<file path="src/chc_fifo.sv">
module chc_fifo #(
    parameter int WIDTH = 8,
    parameter int DEPTH = 4
) (
    input  logic             clk,
    input  logic             rst_n,
    input  logic             push_valid,
    output logic             push_ready,
    input  logic [WIDTH-1:0] push_data,
    output logic             pop_valid,
    input  logic             pop_ready,
    output logic [WIDTH-1:0] pop_data
);

    localparam int PW = (DEPTH > 1) ? $clog2(DEPTH) : 1;
    localparam int NW = $clog2(DEPTH + 1);

    logic [WIDTH-1:0] mem_reg [DEPTH];
    logic [PW-1:0]    wr_ptr_reg, wr_ptr_next;
    logic [PW-1:0]    rd_ptr_reg, rd_ptr_next;
    logic [NW-1:0]    count_reg, count_next;
    logic             do_push, do_pop;

    assign push_ready = (count_reg != NW'(DEPTH));
    assign pop_valid  = (count_reg != '0);
    assign do_push    = push_valid && push_ready;
    assign do_pop     = pop_valid && pop_ready;
    assign pop_data   = mem_reg[rd_ptr_reg];

    // Advance pointers with wrap at the depth
    always_comb
    begin
        wr_ptr_next = wr_ptr_reg;
        rd_ptr_next = rd_ptr_reg;
        count_next  = count_reg;
        if (do_push)
        begin
            wr_ptr_next = (wr_ptr_reg == PW'(DEPTH - 1)) ? '0 : wr_ptr_reg + 1'b1;
        end
        if (do_pop)
        begin
            rd_ptr_next = (rd_ptr_reg == PW'(DEPTH - 1)) ? '0 : rd_ptr_reg + 1'b1;
        end
        if (do_push && !do_pop)
        begin
            count_next = count_reg + 1'b1;
        end
        else if (do_pop && !do_push)
        begin
            count_next = count_reg - 1'b1;
        end
    end

    always_ff @(posedge clk or negedge rst_n)
    begin
        if (!rst_n)
        begin
            wr_ptr_reg <= '0;
            rd_ptr_reg <= '0;
            count_reg  <= '0;
        end
        else
        begin
            wr_ptr_reg <= wr_ptr_next;
            rd_ptr_reg <= rd_ptr_next;
            count_reg  <= count_next;
        end
    end

    // Storage
    always_ff @(posedge clk)
    begin
        if (do_push)
        begin
            mem_reg[wr_ptr_reg] <= push_data;
        end
    end

endmodule

</file>
<file path="config.mk">
export PLATFORM = sky130hd
export DESIGN_NAME = chc_fifo
export DESIGN_NICKNAME = d
export VERILOG_FILES = /design/src/chc_fifo.sv
export SDC_FILE = /design/constraint.sdc
export NUM_CORES = 1
export LEC_CHECK = 0
export ABC_AREA = 0
export BUFFER_PORTS_ARGS = -buffer_cell sky130_fd_sc_hd__buf_4
export CAP_MARGIN = 20
export CORE_MARGIN = 3
export CORE_UTILIZATION = 32
export DETAILED_ROUTE_END_ITERATION = 12
export MAX_ROUTING_LAYER = met4
export SKIP_CTS_REPAIR_TIMING = 1
export SLEW_MARGIN = 20
export SYNTH_ARGS = -nofsm -noshare
export SYNTH_HDL_FRONTEND = slang
export SYNTH_SLANG_ARGS = --single-unit
</file>
<file path="constraint.sdc">
create_clock -name clk -period 1.93 [get_ports clk]
set_input_delay 0.193 -clock clk [delete_from_list [all_inputs] [get_ports clk]]
set_output_delay 0.193 -clock clk [all_outputs]
set_load 0.02 [all_outputs]
</file>
==> out/metrics.yaml <==
cts:
  cts_sinks: 39
  clkLatencyLatePin_ns: 0.28
  numCtsBuffers: 5
  htreeDepth: 2
  cts_tree: "built"
  clock-root-buffer: "clkbuf_8"
  clockBufferDepth: 2
  clk_pin_slew_ns: 0.08
detailed_routing:
  initialDrtViolationCount: 41
  drc: 0
  wirelength_mm: 2.65
  ant_nets: 0
  vias: 793
  dr.pass1.iters: 4
  viasPerCell: 4.41
  routedWlPerCell_um: 14.7
sta:
  setup_viol: 1
  slew_viol_final: 0
  worstMarginPinSlew_ns: 0.433
  min_period_over_period: 1.01
  clock.fmax_mhz: 514
  hold_viol_final: 0
  final.min_clock_period_ns: 1.94
  skew_ns: 0.00634
  relSlewSlack: 0.711
  rsz0062_at_grt: "true"
  fin_ws_ns: -0.0142
worst_setup_path:
  worstPathArrival_ns: 2.11
  critical_path.endpoint: "count_reg[1]$_DFFE_PN0P_"
  critPathLaunch: "count_reg[1]$_DFFE_PN0P_"
  critPathRequiredTime_ns: 2.10
  path_class: "reg2reg"
  r2r_cells: 6
  cp-end-kind: "flip-flop"
  regToRegStartpoint: "count_reg[1]$_DFFE_PN0P_"
  rrSetupSlack_ns: -0.01
  setup.worst_path.start_class: "flip-flop"
  cp_max_fo: 3
  r2r_end: "count_reg[1]$_DFFE_PN0P_"
placed_design:
  dpl_cell_area_sq_um: 1880
  place_congestion: 0.688
  place_inst: 169
  port_buffers: 21
  dp_hpwl_mm: 1.82
floorplanning:
  die_h_um: 76.6
  die_area_sq_um: 5860
  coreArea_sq_um: 4750
  placementRows: 25
  dieWidth_um: 76.6
  ios: 22
  start_util: 0.335
global_routing:
  grt_pass1_vias: 850
  use_met1: 0.111
  grt_pass1_wl_mm: 4.25
  grt_overflow: 0
  track_usage: 0.0980
  grt-busiest-layer: "met2"
  met3_usage: 0.0284
  grt_antenna_before_repair: 0
  met2_usage: 0.167
  grt_max_degree: 13
logic_synthesis:
  yosys.area.top_type_share: 0.603
  netlist_instances: 78
  synth_area_sq_um: 1590
  yosysTopAreaCell: "edfxtp_1"
  ys_ff_latch: 39
  synth_area_leaders: "edfxtp_1, mux4_2, dfrtp_1"
  syn_avg_cell_area_sq_um: 20.4
  synth.distinct_cells: 18
  synthArstFlopShare: 0.179
  synth_seq_area_share: 0.713
  synth_ff_type: "edfxtp_1"
  syn_nets: 97
  synth_edf_count: 32
  yosys_warnings: 0
finish:
  fin_area_sq_um: 2050
  mostFrequentLayoutCells: "edfxtp_1, buf_4, mux4_2, dfrtp_1"
  final_common_cell: "edfxtp_1"
  fill_cells: 447
  drive_gt1_frac: 0.531
  finalNetCount: 131
  largest_reg_flops: 32
  fin_cells: 180
  num_antenna_cells: 0
  area_growth_pct: 28.6
power:
  p_sw_frac: 0.296
  comb_power_share: 0.357
  pwr-share-seq: 0.403
  p_switching_uw: 974
  power_density_nw_per_um2: 1600
  leakage_nw: 0.776
  intPower_mw: 2.31
  ir_worst_vdd_v: 0.000773
  power_frac_clock: 0.241
min_path:
  hp-start: "push_data[7]"
  hold_path_class: "in2reg"
run_status:
  violations: "setup timing"
  outcome: "complete, but fails checks"
run:
  cap_violations: 0
worst max-delay path, stage by stage (launching register included):
cell	delay (ns)
dfrtp_1	0.40
or3b_4	0.40
and2_4	0.16
ha_4	0.16
inv_2	0.05
fa_2	0.41
mux2_2	0.26
layout make-up:
type | count | area [sq um] | share of cell area
well taps | 67 | 83.8 | 0.0409
repair buffers | 29 | 220 | 0.107
flip-flops and latches | 39 | 1140 | 0.555
inverters | 3 | 11.3 | 0.00549
clock inverters | 2 | 60.1 | 0.0293
multi-input cells | 34 | 464 | 0.226
clock buffers | 6 | 72.6 | 0.0354
worst min path at each step:
| stage | end | slack, ns | cells after the start |
|---|---|---|---|
| after floorplan | count_reg[0]$_DFFE_PN0P_ | -0.10 | 0 |
| after global placement | count_reg[1]$_DFFE_PN0P_ | 0.01 | 1 |
| after detailed placement | count_reg[0]$_DFFE_PN0P_ | 0.02 | 1 |
| after CTS | count_reg[0]$_DFFE_PN0P_ | -0.29 | 1 |
| after global routing | mem_reg[0][7]$_DFFE_PP_ | 0.10 | 1 |
| final | mem_reg[0][7]$_DFFE_PP_ | 0.11 | 1 |
Yosys cell counts (2+ instances only):
master and n:
and3_2 4, dfrtp_1 7, edfxtp_1 32, ha_1 6, inv_1 3, mux2_2 3
mux2_4 2, mux4_2 8, nor2_1 3, xor2_1 2
cells by family (layout without fill, tap and decap cells):
kind of cell / after synthesis / in the layout / synth area share
flops: 39 / 39 / 0.713
mux: 13 / 13 / 0.153
simple gates: 11 / 11 / 0.0455
buf+inv: 5 / 40 / 0.0126
xor+xnor: 3 / 3 / 0.0165
fa+ha+maj: 7 / 7 / 0.0597
layer usage:
| layer | wire length, um | vias to the layer above |
|---|---|---|
| li1 | - | 370 |
| met1 | 1150 | 394 |
| met2 | 1330 | 24 |
| met3 | 139 | 5 |
| met4 | 39 | 0 |
| met5 | 0 | - |
through the flow:
stage	total power, mW	setup WS [ns]	TNS (ns)	util	hold slack (ns)
after floorplan	2.07	-0.0604	-0.0844	-	-0.103
final	3.29	-0.0142	-0.0142	0.431	0.107
after detailed placement	2.51	-0.0587	-0.0587	0.396	0.0171
after global routing	3.48	-0.0590	-0.102	0.431	0.101
after global placement	2.46	-0.00333	-0.00333	0.396	0.0135
after CTS	3.30	-0.101	-0.761	0.424	-0.289
power groups by stage:
stage	Sequential (mW)	Combinational (mW)	Clock [mW]
global route	1.36	1.28	0.836
global placement	1.33	1.13	0
floorplan	1.23	0.838	0
detailed placement	1.35	1.16	0
finish	1.32	1.17	0.791
CTS	1.33	1.16	0.813
Power figures use the tool's default switching activity.
