--- src/chc_pkg.sv ---
package chc_pkg;

    // Default geometry of the evaluator
    localparam int COORD_WIDTH_DEF = 21;
    localparam int U_FRAC_BITS_DEF = 16;

    // Fixed field widths
    localparam int ORDER_WIDTH     = 2;
    localparam int MAX_ORDER_WIDTH = 3;
    localparam int OUT_WIDTH       = 48;
    localparam int CFG_DATA_WIDTH  = 63;
    localparam int CFG_INDEX_WIDTH = 2;

    // Basis values carry 16 fractional bits and reach +/-12.0
    localparam int BASIS_FRAC  = 16;
    localparam int BASIS_WIDTH = BASIS_FRAC + 5;

    // Depth of the queue between front and back
    localparam int FIFO_DEPTH = 4;

    // Configuration register indexes
    localparam logic [CFG_INDEX_WIDTH-1:0] REG_START_POINT   = 2'd0;
    localparam logic [CFG_INDEX_WIDTH-1:0] REG_END_POINT     = 2'd1;
    localparam logic [CFG_INDEX_WIDTH-1:0] REG_START_TANGENT = 2'd2;
    localparam logic [CFG_INDEX_WIDTH-1:0] REG_END_TANGENT   = 2'd3;

    // Derivative orders
    localparam logic [ORDER_WIDTH-1:0] ORDER_POS  = 2'd0;
    localparam logic [ORDER_WIDTH-1:0] ORDER_VEL  = 2'd1;
    localparam logic [ORDER_WIDTH-1:0] ORDER_ACC  = 2'd2;
    localparam logic [ORDER_WIDTH-1:0] ORDER_JERK = 2'd3;

    // Classification of one queued transaction
    typedef struct packed {
        logic                   err;
        logic [ORDER_WIDTH-1:0] order;
    } ctrl_t;

    localparam int CTRL_WIDTH = $bits(ctrl_t);

endpackage

--- src/chc_front.sv ---
module chc_front import chc_pkg::*; #(
    parameter int U_FRAC_BITS = U_FRAC_BITS_DEF,
    parameter int Q_WIDTH     = CTRL_WIDTH + 3 * (U_FRAC_BITS + 1)
) (
    input  logic                       clk,
    input  logic                       rst_n,
    input  logic                       in_valid,
    output logic                       in_ready,
    input  logic [U_FRAC_BITS:0]       param_u,
    input  logic [MAX_ORDER_WIDTH-1:0] max_order,
    output logic                       q_valid,
    input  logic                       q_ready,
    output logic [Q_WIDTH-1:0]         q_data
);

    localparam int UW = U_FRAC_BITS + 1;

    logic          v1_reg, v1_next;
    logic [UW-1:0] u1_reg;
    ctrl_t         ctrl1_reg;
    logic          v2_reg, v2_next;
    logic [UW-1:0] u2u_reg;
    logic [UW-1:0] usq_reg;
    ctrl_t         ctrl2_reg;

    logic          can1, can2;
    logic          accept;
    logic          u_over;
    ctrl_t         ctrl_in;
    logic [2*UW-1:0] sq_full;
    logic [2*UW-1:0] cube_full;

    // Stall chain: a stage moves when the one after it is free or moving
    assign can2     = !v2_reg || q_ready;
    assign can1     = !v1_reg || can2;
    assign in_ready = can1;
    assign accept   = in_valid && can1;

    // Classify: u above 1.0 or order above 3 is an error transaction
    always_comb
    begin
        u_over        = param_u[U_FRAC_BITS] && (|param_u[U_FRAC_BITS-1:0]);
        ctrl_in.err   = u_over || (max_order > MAX_ORDER_WIDTH'(ORDER_JERK));
        ctrl_in.order = max_order[ORDER_WIDTH-1:0];
    end

    // Square and cube of u, each truncated back to U_FRAC_BITS fraction bits
    assign sq_full   = (2*UW)'(u1_reg) * (2*UW)'(u1_reg);
    assign cube_full = (2*UW)'(usq_reg) * (2*UW)'(u2u_reg);

    assign v1_next = accept ? 1'b1 : (can2 ? 1'b0 : v1_reg);
    assign v2_next = can2 ? v1_reg : v2_reg;

    // Valid bits
    always_ff @(posedge clk or negedge rst_n)
    begin
        if (!rst_n)
        begin
            v1_reg <= 1'b0;
            v2_reg <= 1'b0;
        end
        else
        begin
            v1_reg <= v1_next;
            v2_reg <= v2_next;
        end
    end

    // Payload: capture input, then square
    always_ff @(posedge clk)
    begin
        if (accept)
        begin
            u1_reg    <= param_u;
            ctrl1_reg <= ctrl_in;
        end
        if (can2 && v1_reg)
        begin
            u2u_reg   <= u1_reg;
            usq_reg   <= sq_full[U_FRAC_BITS +: UW];
            ctrl2_reg <= ctrl1_reg;
        end
    end

    // Push {ctrl, u, u^2, u^3} into the queue
    assign q_valid = v2_reg;
    assign q_data  = {ctrl2_reg, u2u_reg, usq_reg, cube_full[U_FRAC_BITS +: UW]};

endmodule

--- config.mk ---
export PLATFORM = sky130hd
export DESIGN_NAME = chc_front
export DESIGN_NICKNAME = d
export VERILOG_FILES = /design/src/chc_pkg.sv /design/src/chc_front.sv
export SDC_FILE = /design/constraint.sdc
export NUM_CORES = 1
export LEC_CHECK = 0
export BUFFER_PORTS_ARGS = -buffer_cell sky130_fd_sc_hd__buf_2
export CAP_MARGIN = 5
export CORE_MARGIN = 10
export CORE_UTILIZATION = 50
export CTS_CLUSTER_DIAMETER = 80
export DETAILED_ROUTE_END_ITERATION = 6
export MAX_ROUTING_LAYER = met4
export PLACE_DENSITY_LB_ADDON = 0.3
export REMOVE_ABC_BUFFERS = 1
export SETUP_SLACK_MARGIN = 0.1
export SLEW_MARGIN = 30
export SYNTH_ARGS = -nofsm -noshare
export SYNTH_HDL_FRONTEND = slang
export SYNTH_SLANG_ARGS = --single-unit
--- constraint.sdc ---
create_clock -name clk -period 13.7 [get_ports clk]
set_input_delay 0.685 -clock clk [delete_from_list [all_inputs] [get_ports clk]]
set_output_delay 0.685 -clock clk [all_outputs]
set_load 0.01 [all_outputs]
==> results of run 1 <==
==> stage by stage <==
stage                     hold slack, ns  setup slack, ns
final                              0.127             6.28
after global routing               0.116             5.82
after CTS                          0.116             6.25
after detailed placement           0.405             6.61
after global placement             0.407             6.72
after floorplan                    0.389             7.29
==> cells by family (layout without fill, tap and decap cells) <==
kind of cell	after synthesis	after routing	share of synthesized area [%]
AO/OA/AOI/OAI	115	115	4.27
XOR/XNOR	51	51	2.39
adder cells (fa/ha/maj)	619	619	58.1
buffers and inverters	610	652	12.3
flip-flops	59	59	9.44
multiplexers	1	1	0.0604
AND/OR/NAND/NOR	515	515	13.5
==> worst min path at each step <==
stage | start | end | slack [ns]
2_1_floorplan | rst_n | q_valid | 0.39
3_3_place_gp | ctrl1_reg[2] | q_data[53] | 0.41
3_5_place_dp | ctrl1_reg[0] | q_data[51] | 0.41
4_1_cts | rst_n | v1_reg | 0.12
5_1_grt | rst_n | q_valid | 0.12
6_report | rst_n | v1_reg | 0.13
==> layout by cell type, fill, tap and decap left out, drive strengths merged, types with 19 or more instances in the layout <==
cell type and count:
and2 172, buf 82, xnor2 35, a21o 20, nor2 26, ha 208, edfxtp 57, inv 554
a21oi 43, nand2 264, fa 411, o21ai 19
==> worst max-delay path, cell delays in order (launching register included) <==
cell and delay [ns]:
edfxtp_1 0.85, nand2_1 0.19, fa_1 0.55, fa_1 0.52, fa_1 0.52, inv_1 0.06, fa_1 0.49, fa_1 0.49
inv_1 0.05, fa_1 0.47, inv_1 0.04, ha_1 0.34, nand2_1 0.11, o211ai_1 0.26, nor3_1 0.10, a221oi_2 0.48
a21oi_2 0.18, o311a_1 0.31, nor3_1 0.20, buf_2 0.19
==> final cells by class <==
class	count	area, um^2
tap	468	586
inverter	554	2080
clock inverter	5	30.0
timing repair buffer	82	418
clock buffer	11	233
fill	3303	17000
sequential	59	1760
multi-input combinational	1301	14600
==> metal layers <==
metal  up-vias  GRT usage, %
li1       5882             -
met2       388          33.5
met1      6478          26.6
met5         -             -
met4         0          4.33
met3        69          3.20
==> results.sh, run 1 <==
export IMPL_status="finished clean"
export IMPL_num_rows=70
export IMPL_met1_length_mm=19.0
export IMPL_worstPathArrival_ns=6.73
export IMPL_dr_total_vias=12800
export IMPL_numCtsBuffers=9
export IMPL_worst_pin_slew_ns=0.947
export IMPL_gr_total_overflow=0
export IMPL_synth_flop_cell="edfxtp_1"
export IMPL_top_layer_used="met4"
export IMPL_cts_clk_slew_worst_paths_ns=0.05
export IMPL_design_area_um2=19700
export IMPL_fp_coreArea_um2=36700
export IMPL_ff2ff_setup_slack_ns=7.07
export IMPL_fin_crit_sh_pct=54.2
export IMPL_clk_latency_ns=0.33
export IMPL_setup_worst_path_start_class="flip-flop"
export IMPL_synth_top_area_share_pct=44.1
export IMPL_grtUsageTotal_pct=20.5
export IMPL_dpl_cell_area_um2=19400
export IMPL_ys_warn_count=0
export IMPL_reg2reg_to="usq_reg[15]"
export IMPL_dr_pass1_iters=5
export IMPL_final_core_util_pct=53.7
export IMPL_hold_buffers=0
export IMPL_io_pins=80
export IMPL_wl_met2_mm=20.3
export IMPL_yosysTopAreaCell="fa_1"
export IMPL_rsz0062_at_grt="false"
export IMPL_cts_resized=0
export IMPL_nets=2650
export IMPL_post_cts_buffers=0
export IMPL_worstPathMaxFanout=18
export IMPL_diodes=0
export IMPL_reg2reg_from="u1_reg[14]"
export IMPL_place_hpwl_mm=35.0
export IMPL_drv_slew=0
export IMPL_relSlewSlack_pct=36.9
export IMPL_grt_pass1_wl_mm=72.0
export IMPL_clock_sinks=59
export IMPL_placedCellCount=2464
export IMPL_antenna_found_initial=1
export IMPL_synth_edf_count=57
export IMPL_drive_above_1_share_pct=5.72
export IMPL_async_flop_share_pct=3.39
export IMPL_clock_skew_ns=0.00532
export IMPL_port_buffer_count=79
export IMPL_setup_violations=0
export IMPL_critPathKind="flip-flop to primary output"
export IMPL_grt_pass1_vias=14300
export IMPL_worstSetupEndpoint="q_data[14]"
export IMPL_drv_cap=0
export IMPL_drc=0
export IMPL_grt_start_max_net_pins=38
export IMPL_startpoint="usq_reg[15]"
export IMPL_die_h_um=213
export IMPL_reg2reg_depth=19
export IMPL_synth_seq_cells=59
export IMPL_synth_common_cells="inv_1, fa_1, nand2_1"
export IMPL_area_growth_syn_to_layout_pct=5.66
export IMPL_htreeDepth=3
export IMPL_final_antenna_net_count=0
export IMPL_clockRootBuffer="clkbuf_16"
export IMPL_cts_tree="done"
export IMPL_synth_most_common_cell="inv_1"
export IMPL_max_freq_mhz=135
export IMPL_final_hold_viol_count=0
export IMPL_postSynthCellCount=1970
export IMPL_endpoint_kind="primary output"
export IMPL_synth_area_um2=18700
export IMPL_ys_top_cells_by_area="fa_1, ha_1, inv_1, edfxtp_1, and2_1"
export IMPL_clock_path_buffers=2
export IMPL_ys_types=56
export IMPL_wire_per_inst_um=17.3
export IMPL_via_per_inst=5.17
export IMPL_fin_cells=2480
export IMPL_drt_iter0_markers=821
export IMPL_syn_avg_cell_area_um2=9.47
export IMPL_ys_seq_area_share_pct=9.44
export IMPL_die_width_um=213
export IMPL_setup_tns_ns=0
export IMPL_globalplace_congestion=0.884
export IMPL_hp_class="primary input to asynchronous set/reset pin"
export IMPL_die_area_um2=45400
export IMPL_start_util_pct=50.8
export IMPL_fin_crit_ns=7.42
export IMPL_routed_wl_mm=42.8
export IMPL_cp_required_ns=13.02
export IMPL_wl_met3_mm=2.67
Power of run 1 is not shown: default switching activity piles up to over one toggle a cycle in this logic, so the estimate is an artifact.
==> run 2: changes to the inputs <==
clock period = 6.7 ns   (was 13.7 ns; I/O delays follow)
==> results.sh, run 2 (synthesis results as in run 1) <==
export IMPL_start_util_pct=50.8
export IMPL_fin_crit_ns=6.74
export IMPL_max_freq_mhz=148
export IMPL_critPathTopFamily="adder cells"
export IMPL_die_h_um=213
export IMPL_worstPathMaxFanout=5
export IMPL_reg2reg_to="usq_reg[7]"
export IMPL_reg2reg_depth=19
export IMPL_dr_pass1_iters=5
export IMPL_violations="setup timing"
export IMPL_crit_path_max_incr_delay_ns=0.55
export IMPL_setup_worst_path_start_class="flip-flop"
export IMPL_routed_wl_mm=44.9
export IMPL_via_per_inst=5.14
export IMPL_grtUsageTotal_pct=21.4
export IMPL_setup_violations=2
export IMPL_worstHoldStart="max_order[1]"
export IMPL_setup_tns_ns=-0.0554
export IMPL_holdPathStages=1
export IMPL_gr_total_overflow=0
export IMPL_drt_iter0_markers=902
export IMPL_num_rows=70
export IMPL_clock_skew_ns=0.00652
export IMPL_numCtsBuffers=9
export IMPL_io_pins=80
export IMPL_cp_required_ns=6.36
export IMPL_fin_crit_sh_pct=101
export IMPL_drc=0
export IMPL_die_area_um2=45400
export IMPL_worst_slack_ns=-0.0367
export IMPL_grt_pass1_vias=14900
export IMPL_grt_pass1_wl_mm=75.3
export IMPL_grt_start_max_net_pins=35
export IMPL_worst_pin_slew_ns=0.869
export IMPL_place_hpwl_mm=37.6
export IMPL_final_hold_viol_count=0
export IMPL_port_buffer_count=79
export IMPL_dr_total_vias=13400
export IMPL_status="finished, violations left"
export IMPL_wire_per_inst_um=17.2
export IMPL_clk_latency_ns=0.33
export IMPL_area_growth_syn_to_layout_pct=12.8
export IMPL_drv_cap=0
export IMPL_hold_path_end="ctrl1_reg[1]"
export IMPL_clock_sinks=59
export IMPL_die_width_um=213
export IMPL_rsz0062_at_grt="true"
export IMPL_ff2ff_setup_slack_ns=0.53
export IMPL_reg2reg_from="u1_reg[8]"
export IMPL_cpMaxStageDelayCell="fa_1"
export IMPL_drive_above_1_share_pct=13.7
export IMPL_critPathKind="flip-flop to primary output"
export IMPL_path_cells="buf_6 > buf_6 > and2_4 > fa_1 > inv_2 > fa_1 > inv_2 > fa_1 > fa_1 > fa_1 > inv_2 > fa_1 > inv_2 > ha_4 > a21oi_2 > o211ai_1 > nor3_2 > a221oi_2 > buf_4 > a21oi_4 > o311a_4 > nor3_4 > buf_6"
export IMPL_drv_slew=0
export IMPL_crit_buf_inv=8
export IMPL_globalplace_congestion=0.914
export IMPL_clock_path_buffers=2
export IMPL_hp_class="primary input to flip-flop"
export IMPL_nets=2778
export IMPL_htreeDepth=3
export IMPL_clockRootBuffer="clkbuf_16"
export IMPL_final_cell_mix="inv_1, fa_1, nand2_1, ha_1, and2_1"
export IMPL_worstPathArrival_ns=6.40
export IMPL_layout_commonest_cell="inv_1"
export IMPL_antenna_found_initial=1
export IMPL_whs_ns=0.182
export IMPL_endpoint_kind="primary output"
export IMPL_fp_coreArea_um2=36700
export IMPL_cp_common_cell="fa_1"
export IMPL_cts_clk_slew_worst_paths_ns=0.05
export IMPL_relSlewSlack_pct=42.1
export IMPL_cts_tree="done"
export IMPL_final_antenna_net_count=0
[run 2: cell count changes in the layout (fill, tap and decap cells not counted), moves of 5 or more]
cell,before,now
buf_4,3,113
and2_1,172,165
inv_1,554,545
buf_6,0,12
a21oi_2,3,9
buf_12,0,5
inv_2,0,9
a21oi_1,40,33
fa_2,0,6
fa_1,411,405
ha_1,208,198
and2_4,0,7
ha_4,0,8
[run 2: how the worst max path moves through the flow]
stage,from,end,cells past startpoint
after global routing,usq_reg[4],q_data[14],23
after floorplan,usq_reg[13],q_data[16],20
after detailed placement,usq_reg[5],q_data[14],21
after CTS,usq_reg[8],q_data[14],22
after global placement,usq_reg[10],q_data[14],21
final,usq_reg[4],q_data[14],23
[run 2: routing by layer]
metal / routed length (um) / up-vias / GRT usage, %
li1: - / 6139 / -
met1: 20000 / 6839 / 28.0
met5: 0 / - / -
met4: 520 / 0 / 3.69
met3: 2650 / 52 / 3.40
met2: 21700 / 384 / 35.0
[run 2: stage by stage]
step / utilization [%] / cells / area (um^2) / setup WS (ns)
6_report: 57.4 / 2609 / 21000 / -0.0367
5_1_grt: 57.4 / 2609 / 21000 / -0.258
4_1_cts: 56.8 / 2597 / 20900 / 0.0298
3_5_place_dp: 54.3 / 2527 / 19900 / 0.0768
3_3_place_gp: 54.3 / 2527 / 19900 / 0.0695
2_1_floorplan: - / 1914 / 18400 / 0.641
[run 2: what timing repair did]
action                     in CTS  in global routing
hold buffers                    1                  0
pin swaps                      31                 20
setup endpoints to repair       9                 15
hold endpoints to repair        2                  0
resized for setup              53                 23
setup buffers                  53                 11
gates cloned                    0                  0
[run 2: area by class of cell]
cell class	instances	area [um^2]
sequential	59	1760
antenna	1	2.50
fill	3223	15700
tap	468	586
inverter	554	2080
multi-input combinational	1301	14900
clock buffer	11	233
timing repair buffer	210	1490
clock inverter	5	30.0
Power of run 2 is left out for the same reason.
